===== src/hdl/nprd_pkg.sv =====
// ----------------------------------------------------------------------------
// nprd_pkg
// Shared types and constants of the Netpbm raster sample decoder.
// ----------------------------------------------------------------------------
package nprd_pkg;

   // Kind of work the front hands to the back
   typedef enum logic [1:0] {
      KIND_BITMAP,
      KIND_PASS,
      KIND_DIVIDE
   } kind_type;

   // Queue entry: numerator holds the raw byte for bitmap and pass entries
   typedef struct packed {
      kind_type    kind;
      logic [15:0] numer;
      logic [8:0]  divisor;
   } entry_type;

   typedef enum logic [1:0] {
      BK_IDLE,
      BK_DIVIDE,
      BK_EMIT,
      BK_UNPACK
   } back_state_type;

   // Register indexes on the CSR port
   localparam logic [2:0] REG_BITMAP_MODE       = 3'd0;
   localparam logic [2:0] REG_MAX_VALUE         = 3'd1;
   localparam logic [2:0] REG_IMAGE_WIDTH       = 3'd2;
   localparam logic [2:0] REG_IMAGE_HEIGHT      = 3'd3;
   localparam logic [2:0] REG_SAMPLES_PER_PIXEL = 3'd4;

   localparam int unsigned CSR_ADDR_W = 5;
   localparam int unsigned CSR_DATA_W = 32;

   // Width of the dimension limit compares (covers a limit of 65536)
   localparam int unsigned LIMIT_W = 17;

   localparam logic [7:0]  SAMPLE_FULL = 8'hFF;
   localparam logic [7:0]  SAMPLE_ZERO = 8'h00;
   localparam logic [15:0] MAXVAL_BYTE = 16'd255;

endpackage


===== src/hdl/nprd_front.sv =====
// ----------------------------------------------------------------------------
// nprd_front
// Accepts raster bytes, pairs two-byte samples and classifies the work.
// ----------------------------------------------------------------------------
module nprd_front (
   input  logic                clock,
   input  logic                reset,
   input  logic                cfg_bitmap_mode,
   input  logic [15:0]         cfg_max_value,
   input  logic                req_valid,
   output logic                req_ready,
   input  logic [7:0]          req_data_byte,
   output logic                push_valid,
   input  logic                push_ready,
   output nprd_pkg::entry_type push_entry
);
   import nprd_pkg::*;

   logic        phase_ff, phase_in;
   logic [7:0]  held_ff, held_in;
   logic [15:0] mv_eff;
   logic        wide;
   logic        accept;
   logic [8:0]  wide_div;
   logic [15:0] byte_numer;

   always_comb begin
      mv_eff     = (cfg_max_value == 16'd0) ? 16'd1 : cfg_max_value;
      wide       = mv_eff > MAXVAL_BYTE;
      // (maxval + 128) >> 8, at most 256
      wide_div   = 9'(({1'b0, mv_eff} + 17'd128) >> 8);
      // byte * 255
      byte_numer = {req_data_byte, 8'h00} - {8'h00, req_data_byte};
      req_ready  = push_ready;
      accept     = req_valid && push_ready;

      phase_in           = phase_ff;
      held_in            = held_ff;
      push_valid         = 1'b0;
      push_entry.kind    = KIND_PASS;
      push_entry.numer   = {8'h00, req_data_byte};
      push_entry.divisor = {1'b0, mv_eff[7:0]};

      if (accept) begin
         priority if (cfg_bitmap_mode) begin
            push_entry.kind = KIND_BITMAP;
            push_valid      = 1'b1;
            phase_in        = 1'b0;
         end else if (wide) begin
            if (!phase_ff) begin
               held_in  = req_data_byte;
               phase_in = 1'b1;
            end else begin
               push_entry.kind    = KIND_DIVIDE;
               push_entry.numer   = {held_ff, req_data_byte};
               push_entry.divisor = wide_div;
               push_valid         = 1'b1;
               phase_in           = 1'b0;
            end
         end else if (mv_eff == MAXVAL_BYTE) begin
            push_entry.kind = KIND_PASS;
            push_valid      = 1'b1;
            phase_in        = 1'b0;
         end else begin
            push_entry.kind  = KIND_DIVIDE;
            push_entry.numer = byte_numer;
            push_valid       = 1'b1;
            phase_in         = 1'b0;
         end
      end
   end

   always_ff @(posedge clock) begin
      if (reset) begin
         phase_ff <= 1'b0;
      end else begin
         phase_ff <= phase_in;
      end
   end

   always_ff @(posedge clock) begin
      held_ff <= held_in;
   end

endmodule


===== src/hdl/nprd_queue.sv =====
// ----------------------------------------------------------------------------
// nprd_queue
// Two-entry queue between the front and the back.
// ----------------------------------------------------------------------------
module nprd_queue (
   input  logic                clock,
   input  logic                reset,
   input  logic                push_valid,
   output logic                push_ready,
   input  nprd_pkg::entry_type push_entry,
   output logic                pop_valid,
   input  logic                pop_ready,
   output nprd_pkg::entry_type pop_entry
);
   import nprd_pkg::*;

   localparam int unsigned DEPTH   = 2;
   localparam int unsigned PTR_W   = $clog2(DEPTH);
   localparam int unsigned COUNT_W = $clog2(DEPTH + 1);

   entry_type          slot_ff [DEPTH];
   logic [PTR_W-1:0]   wr_ptr_ff, wr_ptr_in;
   logic [PTR_W-1:0]   rd_ptr_ff, rd_ptr_in;
   logic [COUNT_W-1:0] count_ff, count_in;
   logic               push, pop;

   always_comb begin
      push_ready = count_ff != COUNT_W'(DEPTH);
      pop_valid  = count_ff != '0;
      pop_entry  = slot_ff[rd_ptr_ff];
      push       = push_valid && push_ready;
      pop        = pop_valid && pop_ready;

      wr_ptr_in = wr_ptr_ff;
      rd_ptr_in = rd_ptr_ff;
      count_in  = count_ff;
      if (push) begin
         wr_ptr_in = (wr_ptr_ff == PTR_W'(DEPTH - 1)) ? '0 : wr_ptr_ff + 1'b1;
      end
      if (pop) begin
         rd_ptr_in = (rd_ptr_ff == PTR_W'(DEPTH - 1)) ? '0 : rd_ptr_ff + 1'b1;
      end
      unique case ({push, pop})
         2'b10:   count_in = count_ff + 1'b1;
         2'b01:   count_in = count_ff - 1'b1;
         default: count_in = count_ff;
      endcase
   end

   always_ff @(posedge clock) begin
      if (reset) begin
         wr_ptr_ff <= '0;
         rd_ptr_ff <= '0;
         count_ff  <= '0;
      end else begin
         wr_ptr_ff <= wr_ptr_in;
         rd_ptr_ff <= rd_ptr_in;
         count_ff  <= count_in;
      end
   end

   always_ff @(posedge clock) begin
      if (push) begin
         slot_ff[wr_ptr_ff] <= push_entry;
      end
   end

endmodule


===== src/hdl/nprd_back.sv =====
// ----------------------------------------------------------------------------
// nprd_back
// Divides or unpacks queued work, tracks the raster position, drives results.
// ----------------------------------------------------------------------------
module nprd_back #(
   parameter int unsigned MAX_WIDTH  = 4096,
   parameter int unsigned MAX_HEIGHT = 4096
) (
   input  logic                clock,
   input  logic                reset,
   input  logic                cfg_bitmap_mode,
   input  logic [12:0]         cfg_image_width,
   input  logic [12:0]         cfg_image_height,
   input  logic [2:0]          cfg_samples_per_pixel,
   input  logic                pop_valid,
   output logic                pop_ready,
   input  nprd_pkg::entry_type pop_entry,
   output logic                rsp_valid,
   input  logic                rsp_ready,
   output logic [7:0]          rsp_sample_value,
   output logic [1:0]          rsp_channel_index,
   output logic [11:0]         rsp_pixel_column,
   output logic [11:0]         rsp_pixel_row,
   output logic                rsp_row_end,
   output logic                rsp_image_end,
   output logic                rsp_run_last
);
   import nprd_pkg::*;

   localparam logic [LIMIT_W-1:0] WIDTH_LIMIT  = LIMIT_W'(MAX_WIDTH);
   localparam logic [LIMIT_W-1:0] HEIGHT_LIMIT = LIMIT_W'(MAX_HEIGHT);
   localparam logic [2:0]         LAST_STEP    = 3'd7;

   back_state_type state_ff, state_in;
   logic [7:0]  work_ff, work_in;
   logic [7:0]  rem_ff, rem_in;
   logic [8:0]  div_ff, div_in;
   logic [2:0]  cnt_ff, cnt_in;
   logic [11:0] col_ff, col_in;
   logic [11:0] row_ff, row_in;
   logic [1:0]  chan_ff, chan_in;
   logic        done_ff, done_in;

   logic        rsp_valid_ff, rsp_valid_in;
   logic [7:0]  value_ff, value_in;
   logic [1:0]  chan_out_ff, chan_out_in;
   logic [11:0] col_out_ff, col_out_in;
   logic [11:0] row_out_ff, row_out_in;
   logic        row_end_ff, row_end_in;
   logic        image_end_ff, image_end_in;
   logic        run_last_ff, run_last_in;

   logic [12:0]        wz, hz;
   logic [LIMIT_W-1:0] eff_w, eff_h;
   logic [2:0]         chans;
   logic               last_chan, last_col, last_row;
   logic               out_free, out_load;
   logic [7:0]         emit_value;
   logic               emit_last;
   logic [8:0]         trial;
   logic               fits;

   always_comb begin
      wz    = (cfg_image_width == 13'd0) ? 13'd1 : cfg_image_width;
      hz    = (cfg_image_height == 13'd0) ? 13'd1 : cfg_image_height;
      eff_w = (LIMIT_W'(wz) > WIDTH_LIMIT) ? WIDTH_LIMIT : LIMIT_W'(wz);
      eff_h = (LIMIT_W'(hz) > HEIGHT_LIMIT) ? HEIGHT_LIMIT : LIMIT_W'(hz);
      priority if (cfg_bitmap_mode)              chans = 3'd1;
      else if (cfg_samples_per_pixel == 3'd0)    chans = 3'd1;
      else if (cfg_samples_per_pixel > 3'd4)     chans = 3'd4;
      else                                       chans = cfg_samples_per_pixel;

      last_chan = ({1'b0, chan_ff} + 3'd1) >= chans;
      last_col  = (LIMIT_W'(col_ff) + LIMIT_W'(1)) >= eff_w;
      last_row  = (LIMIT_W'(row_ff) + LIMIT_W'(1)) >= eff_h;
      out_free  = !rsp_valid_ff || rsp_ready;

      // one restoring step: remainder stays below the divisor
      trial = {rem_ff, work_ff[7]};
      fits  = trial >= div_ff;

      state_in   = state_ff;
      work_in    = work_ff;
      rem_in     = rem_ff;
      div_in     = div_ff;
      cnt_in     = cnt_ff;
      col_in     = col_ff;
      row_in     = row_ff;
      chan_in    = chan_ff;
      done_in    = done_ff;
      pop_ready  = 1'b0;
      out_load   = 1'b0;
      emit_value = work_ff;
      emit_last  = 1'b1;

      unique case (state_ff)
         BK_IDLE: begin
            pop_ready = 1'b1;
            // after the image every entry is dropped
            if (pop_valid && !done_ff) begin
               unique case (pop_entry.kind)
                  KIND_BITMAP: begin
                     work_in  = pop_entry.numer[7:0];
                     cnt_in   = '0;
                     state_in = BK_UNPACK;
                  end
                  KIND_PASS: begin
                     work_in  = pop_entry.numer[7:0];
                     state_in = BK_EMIT;
                  end
                  KIND_DIVIDE: begin
                     if ({1'b0, pop_entry.numer} >= {pop_entry.divisor, 8'h00}) begin
                        work_in  = SAMPLE_FULL;
                        state_in = BK_EMIT;
                     end else begin
                        rem_in   = pop_entry.numer[15:8];
                        work_in  = pop_entry.numer[7:0];
                        div_in   = pop_entry.divisor;
                        cnt_in   = '0;
                        state_in = BK_DIVIDE;
                     end
                  end
                  default: state_in = BK_IDLE;
               endcase
            end
         end
         BK_DIVIDE: begin
            rem_in  = fits ? 8'(trial - div_ff) : trial[7:0];
            work_in = {work_ff[6:0], fits};
            cnt_in  = cnt_ff + 3'd1;
            if (cnt_ff == LAST_STEP) begin
               state_in = BK_EMIT;
            end
         end
         BK_EMIT: begin
            if (out_free) begin
               out_load = 1'b1;
               state_in = BK_IDLE;
            end
         end
         BK_UNPACK: begin
            emit_value = work_ff[7] ? SAMPLE_ZERO : SAMPLE_FULL;
            emit_last  = last_col || (cnt_ff == LAST_STEP);
            if (out_free) begin
               out_load = 1'b1;
               work_in  = {work_ff[6:0], 1'b0};
               cnt_in   = cnt_ff + 3'd1;
               if (emit_last) begin
                  state_in = BK_IDLE;
               end
            end
         end
         default: state_in = BK_IDLE;
      endcase

      rsp_valid_in = rsp_valid_ff && !rsp_ready;
      value_in     = value_ff;
      chan_out_in  = chan_out_ff;
      col_out_in   = col_out_ff;
      row_out_in   = row_out_ff;
      row_end_in   = row_end_ff;
      image_end_in = image_end_ff;
      run_last_in  = run_last_ff;

      if (out_load) begin
         rsp_valid_in = 1'b1;
         value_in     = emit_value;
         chan_out_in  = chan_ff;
         col_out_in   = col_ff;
         row_out_in   = row_ff;
         row_end_in   = last_chan && last_col;
         image_end_in = last_chan && last_col && last_row;
         run_last_in  = emit_last;
         // advance channel, then column, then row
         if (!last_chan) begin
            chan_in = chan_ff + 2'd1;
         end else begin
            chan_in = '0;
            if (!last_col) begin
               col_in = col_ff + 12'd1;
            end else begin
               col_in = '0;
               if (!last_row) begin
                  row_in = row_ff + 12'd1;
               end else begin
                  row_in  = '0;
                  done_in = 1'b1;
               end
            end
         end
      end
   end

   always_ff @(posedge clock) begin
      if (reset) begin
         state_ff     <= BK_IDLE;
         col_ff       <= '0;
         row_ff       <= '0;
         chan_ff      <= '0;
         done_ff      <= 1'b0;
         rsp_valid_ff <= 1'b0;
      end else begin
         state_ff     <= state_in;
         col_ff       <= col_in;
         row_ff       <= row_in;
         chan_ff      <= chan_in;
         done_ff      <= done_in;
         rsp_valid_ff <= rsp_valid_in;
      end
   end

   always_ff @(posedge clock) begin
      work_ff      <= work_in;
      rem_ff       <= rem_in;
      div_ff       <= div_in;
      cnt_ff       <= cnt_in;
      value_ff     <= value_in;
      chan_out_ff  <= chan_out_in;
      col_out_ff   <= col_out_in;
      row_out_ff   <= row_out_in;
      row_end_ff   <= row_end_in;
      image_end_ff <= image_end_in;
      run_last_ff  <= run_last_in;
   end

   assign rsp_valid         = rsp_valid_ff;
   assign rsp_sample_value  = value_ff;
   assign rsp_channel_index = chan_out_ff;
   assign rsp_pixel_column  = col_out_ff;
   assign rsp_pixel_row     = row_out_ff;
   assign rsp_row_end       = row_end_ff;
   assign rsp_image_end     = image_end_ff;
   assign rsp_run_last      = run_last_ff;

   // nothing is produced once the image is complete
   a_no_result_after_image: assert property (@(posedge clock) disable iff (reset)
      done_ff |-> !out_load)
      else $error("result produced after image end");

   // image end closes its row and its byte
   a_image_end_closes: assert property (@(posedge clock) disable iff (reset)
      (rsp_valid_ff && image_end_ff) |-> (row_end_ff && run_last_ff))
      else $error("image end without row end or run end");

   // divider remainder never reaches the divisor
   a_rem_below_div: assert property (@(posedge clock) disable iff (reset)
      (state_ff == BK_DIVIDE) |-> ({1'b0, rem_ff} < div_ff))
      else $error("divider remainder out of range");

endmodule


===== src/hdl/netpbm_raster_sample_decoder.sv =====
// A byte passes through the front, a queue slot, the back's work register and the
// output register; a scaled sample also runs through the 8-step restoring divider,
// one quotient bit a cycle. The back takes a new queue entry only once it has
// emitted the last sample of the previous one. A bitmap byte gives one sample per
// bit up to the row end; the high byte of a two-byte sample makes no queue entry.
// Reset (synchronous): registers to defaults, position and image-done cleared.
// ----------------------------------------------------------------------------
// netpbm_raster_sample_decoder
// Decodes Netpbm raster bytes into 8-bit samples tagged with raster position.
// ----------------------------------------------------------------------------
module netpbm_raster_sample_decoder #(
   parameter int unsigned MAX_WIDTH  = 4096,
   parameter int unsigned MAX_HEIGHT = 4096
) (
   input  logic                              clock,
   input  logic                              reset,
   // raster byte input
   input  logic                              req_valid,
   output logic                              req_ready,
   input  logic [7:0]                        req_data_byte,
   // sample output
   output logic                              rsp_valid,
   input  logic                              rsp_ready,
   output logic [7:0]                        rsp_sample_value,
   output logic [1:0]                        rsp_channel_index,
   output logic [11:0]                       rsp_pixel_column,
   output logic [11:0]                       rsp_pixel_row,
   output logic                              rsp_row_end,
   output logic                              rsp_image_end,
   output logic                              rsp_run_last,
   // CSR port
   input  logic                              psel,
   input  logic                              penable,
   input  logic                              pwrite,
   input  logic [nprd_pkg::CSR_ADDR_W-1:0]   paddr,
   input  logic [nprd_pkg::CSR_DATA_W-1:0]   pwdata,
   output logic [nprd_pkg::CSR_DATA_W-1:0]   prdata,
   output logic                              pready
);
   import nprd_pkg::*;

   // Configuration registers
   logic        bitmap_mode_ff;
   logic [15:0] max_value_ff;
   logic [12:0] image_width_ff;
   logic [12:0] image_height_ff;
   logic [2:0]  samples_per_pixel_ff;

   logic        csr_write;
   logic [2:0]  csr_index;

   // Front-to-queue and queue-to-back links
   logic      push_valid, push_ready;
   entry_type push_entry;
   logic      pop_valid, pop_ready;
   entry_type pop_entry;

   // Registers sit at byte address 4*index; word offset bits are ignored.
   assign pready    = 1'b1;
   assign csr_write = psel && penable && pwrite;
   assign csr_index = paddr[4:2];

   always_comb begin
      prdata = '0;
      unique case (csr_index)
         REG_BITMAP_MODE:       prdata = CSR_DATA_W'(bitmap_mode_ff);
         REG_MAX_VALUE:         prdata = CSR_DATA_W'(max_value_ff);
         REG_IMAGE_WIDTH:       prdata = CSR_DATA_W'(image_width_ff);
         REG_IMAGE_HEIGHT:      prdata = CSR_DATA_W'(image_height_ff);
         REG_SAMPLES_PER_PIXEL: prdata = CSR_DATA_W'(samples_per_pixel_ff);
         default:               prdata = '0;
      endcase
   end

   // Writes outside the register list are dropped.
   always_ff @(posedge clock) begin
      if (reset) begin
         bitmap_mode_ff       <= 1'b0;
         max_value_ff         <= 16'd255;
         image_width_ff       <= 13'd1;
         image_height_ff      <= 13'd1;
         samples_per_pixel_ff <= 3'd1;
      end else if (csr_write && pready) begin
         unique case (csr_index)
            REG_BITMAP_MODE:       bitmap_mode_ff       <= pwdata[0];
            REG_MAX_VALUE:         max_value_ff         <= pwdata[15:0];
            REG_IMAGE_WIDTH:       image_width_ff       <= pwdata[12:0];
            REG_IMAGE_HEIGHT:      image_height_ff      <= pwdata[12:0];
            REG_SAMPLES_PER_PIXEL: samples_per_pixel_ff <= pwdata[2:0];
            default:               bitmap_mode_ff       <= bitmap_mode_ff;
         endcase
      end
   end

   // Front: takes one byte per cycle while the queue has room. Holds the
   // high byte of a two-byte sample and forms numerator and divisor.
   nprd_front u_front (
      .clock           (clock),
      .reset           (reset),
      .cfg_bitmap_mode (bitmap_mode_ff),
      .cfg_max_value   (max_value_ff),
      .req_valid       (req_valid),
      .req_ready       (req_ready),
      .req_data_byte   (req_data_byte),
      .push_valid      (push_valid),
      .push_ready      (push_ready),
      .push_entry      (push_entry)
   );

   // Short queue so the front keeps taking bytes while the back divides.
   nprd_queue u_queue (
      .clock      (clock),
      .reset      (reset),
      .push_valid (push_valid),
      .push_ready (push_ready),
      .push_entry (push_entry),
      .pop_valid  (pop_valid),
      .pop_ready  (pop_ready),
      .pop_entry  (pop_entry)
   );

   // Back: divider / bitmap unpacker, position counters and the output register.
   // Samples scaling above 255 saturate; bytes after the image are dropped.
   nprd_back #(
      .MAX_WIDTH  (MAX_WIDTH),
      .MAX_HEIGHT (MAX_HEIGHT)
   ) u_back (
      .clock                 (clock),
      .reset                 (reset),
      .cfg_bitmap_mode       (bitmap_mode_ff),
      .cfg_image_width       (image_width_ff),
      .cfg_image_height      (image_height_ff),
      .cfg_samples_per_pixel (samples_per_pixel_ff),
      .pop_valid             (pop_valid),
      .pop_ready             (pop_ready),
      .pop_entry             (pop_entry),
      .rsp_valid             (rsp_valid),
      .rsp_ready             (rsp_ready),
      .rsp_sample_value      (rsp_sample_value),
      .rsp_channel_index     (rsp_channel_index),
      .rsp_pixel_column      (rsp_pixel_column),
      .rsp_pixel_row         (rsp_pixel_row),
      .rsp_row_end           (rsp_row_end),
      .rsp_image_end         (rsp_image_end),
      .rsp_run_last          (rsp_run_last)
   );

endmodule

===== config.mk =====
export PLATFORM = sky130hd
export DESIGN_NAME = netpbm_raster_sample_decoder
export DESIGN_NICKNAME = d
export VERILOG_FILES = /design/src/hdl/nprd_pkg.sv /design/src/hdl/nprd_front.sv /design/src/hdl/nprd_queue.sv /design/src/hdl/nprd_back.sv /design/src/hdl/netpbm_raster_sample_decoder.sv
export SDC_FILE = /design/constraint.sdc
export NUM_CORES = 1
export LEC_CHECK = 0
export ABC_AREA = 1
export BUFFER_PORTS_ARGS = -buffer_cell sky130_fd_sc_hd__buf_2
export CORE_MARGIN = 2
export CORE_UTILIZATION = 45
export DETAILED_ROUTE_END_ITERATION = 10
export PLACE_DENSITY = 0.6
export SYNTH_ARGS = -nofsm -noshare
export SYNTH_HDL_FRONTEND = slang
export SYNTH_SLANG_ARGS = --single-unit

===== constraint.sdc =====
create_clock -name clock -period 3.8 [get_ports clock]
set_input_delay 0.19 -clock clock [delete_from_list [all_inputs] [get_ports clock]]
set_output_delay 0.19 -clock clock [all_outputs]
set_load 0.03 [all_outputs]

==> results by group <==
Status
  – Status: completed

Synthesis
  – Leading area contributor after synthesis: edfxtp_1
  – Register area share after synthesis: 50.2%
  – Ranking of synthesized cells by area: edfxtp_1 35%, dfxtp_1 15%, nand2_1 9.8%, ha_1 6.2%, inv_1 5.5%
  – Number of synthesized flops with an enable pin: 127
  – Top cells by count, synth: 285 x nand2_1, 159 x inv_1, 127 x edfxtp_1
  – Top-count cell post-synth: nand2_1
  – Avg Cell Area, Syn: 8.61 um2
  – Synth top area share: 35.1%
  – Synth unique cells: 55
  – Yosys Warn Count: 0
  – Mapped Area: 10900 um2
  – Mapped Cells: 1263
  – #FFs+latches synth: 209
  – Top_reg_cell synth: edfxtp_1
  – Ys async rst share: 0%

Global routing
  – Vias in the first global route: 8099
  – GRT Residual Overflow: 0
  – Initial antenna violation count: 0
  – First-pass GRT wire length: 41200 um
  – Largest net degree at the start of global routing: 36
  – GRT Total Usage: 19.7%

STA
  – Crit share post-route: 86.0%
  – Fmax: 306 MHz
  – Crit path time final: 3270 ps
  – Final Hold Fails: 0
  – Rel. slew slack: 34.0%
  – Setup skew after layout: 9.48 ps
  – Final setup TNS: 0 ps
  – Worst slew pin tran: 989 ps
  – Final setup viols: 0
  – Unrepaired setup endpoints after global routing: false
  – Hold slack final: 22.6 ps
  – Max Slew Vio Count: 0

Critical path
  – Critical Path AT: 3700 ps
  – Worst R2R Start: u_back.col_ff[0]
  – Crit path from: u_back.col_ff[0]
  – WS Path Type: flip-flop to flip-flop
  – Crit end category: flip-flop
  – Worst Path Max Fanout: 14
  – Crit path required time: 4230 ps
  – CP startpoint kind: flip-flop

Placed design
  – Placed insts: 1640
  – DP HPWL: 18800 um
  – I/O Buffers: 88
  – Placed Area: 11500 um2
  – GPL Wtd Cong: 0.865

Route
  – Vias: 8580
  – Vias per cell: 5.03
  – DRC viols: 0
  – WL/cell: 14.8 um
  – Remaining antenna violation count: 0
  – Met1 Wirelength: 12700 um
  – Met2 WL: 10700 um
  – Initial DRC Count: 575
  – WL final: 25300 um
  – Highest metal used: met4
  – Met3 WL post-DR: 1550 um
  – Initial DRT Pass Iterations: 6

Clock network
  – Clk buf depth: 3
  – Root Buffer: clkbuf_16
  – TritonCTS buffer count: 24
  – Post-CTS setup buffers: 0
  – Clk_lat worst skew: 510 ps
  – Clock slew at reported path FFs: 60 ps
  – Clock sink count: 209
  – Cts-stage hold buffer count: 21
  – CTS tree: yes
  – CTS resizes: 0
  – H-tree Lvls: 1

Final layout
  – Area grow syn2layout: 15.5%
  – N_diodes: 0
  – Layout cells sized above 1: 12.6%
  – Final instance area: 12600 um2
  – Layout Cells excl Fill: 1705
  – Core Util, Final: 53.2%
  – Fill count: 2254
  – Layout Nets: 1475

Floorplanning
  – Die Area: 25400 um2
  – Initial Utilization: 46.0%
  – Row cnt: 56
  – Top-Level Pins: 124
  – Die Span X: 159 um
  – Die Y: 159 um
  – Core Region: 23600 um2

Power
  – Worst vdd ir: 294 uV
  – Power Density: 588 nW/um2
  – Lkg Pwr: 0.00542 uW

Worst hold path
  – Hold path start: pwdata[1]
  – Hold WC Path Type: primary input to flip-flop

Job
  – Max-Cap Viols: 0
[power breakdown]
part           total (uW)  internal [uW]  switching [uW]
combinational        2030            593            1440
clock                2350           1470             887
sequential           2990           2860             135
total                7380           4920            2460
[worst paths after layout]
path                  endpoint  slack [ps]  cells after the start
max          u_back.row_ff[10]         530                     18
min            max_value_ff[1]          20                      3
max reg2reg  u_back.row_ff[10]         530                     18
min reg2reg          flip-flop         450                      1
[metal layers]
layer  track usage (%)  vias up
met5                 0        -
met4              4.50        0
met3              3.13       31
met2              29.7      224
met1              29.8     3931
li1                  -     4394
[flip-flops by register name, indices dropped and copies added, names as in the netlist, 8 cells and up, named ones only]
name and cells:
image_height_ff 13, u_back.work_ff 8, u_back.rsp_pixel_row 12, u_front.held_ff 8, u_back.rsp_sample_value 8, u_back.rsp_pixel_column 12
u_back.div_ff 9, u_back.rem_ff 8, image_width_ff 13, u_back.row_ff 12, u_back.col_ff 12, u_queue.slot_ff 54
max_value_ff 16
[stage by stage]
stage,power [uW],worst slack (ps)
2_1_floorplan,4530,791
3_3_place_gp,5030,573
3_5_place_dp,5060,529
4_1_cts,7450,505
5_1_grt,7810,146
6_report,7380,534
[cell type report]
type                       count  area [um2]  area share, %
clock buffer                  28         637           5.07
timing repair buffer         117         711           5.66
multi-input combinational    847        4540           36.2
sequential                   209        5460           43.5
tap                          319         399           3.18
clock inverter                16         179           1.43
inverter                     169         634           5.05
[cell families (layout without fill, tap and decap cells)]
logic type,Yosys count,count (layout),share of synthesized area (%)
flip-flops,209,209,50.2
other,2,17,0.0691
XOR/XNOR,32,32,2.58
multiplexers,1,1,0.0921
adder cells (fa/ha/maj),55,55,6.40
AO/OA/AOI/OAI,227,227,11.8
AND/OR/NAND/NOR,515,515,20.3
buffers and inverters,222,330,8.63
[critical path, stage by stage (launching register included)]
cell	delay, ps
dfxtp_1	420
ha_1	200
nand2_1	80
inv_1	90
nand4_1	130
nor2_1	110
nand2_1	70
nor2_1	120
nand2_1	80
xor2_1	170
inv_1	70
ha_1	290
a21oi_1	60
o31a_1	250
nand2_1	190
nand3_2	310
inv_2	320
nand2_1	90
a21oi_1	140
[cell usage in the layout, fill, tap and decap left out, types with 7 or more instances in the layout]
cell	synthesis	routed
nor3_1	12	12
buf_2	11	88
inv_2	9	9
a31oi_1	8	8
nor2_2	6	8
ha_1	54	54
nand2_1	285	285
clkbuf_16	0	25
nor2_1	120	118
nand4_1	13	13
buf_4	20	8
or2_2	9	9
dlygate4sd3_1	0	21
nand3_1	44	44
a21oi_1	75	75
o22ai_1	7	7
dfxtp_1	82	82
conb_1	2	17
xor2_1	27	27
o211ai_1	10	10
inv_1	159	159
edfxtp_1	127	127
o21ai_0	97	97
(Power assumes the default switching activity.)
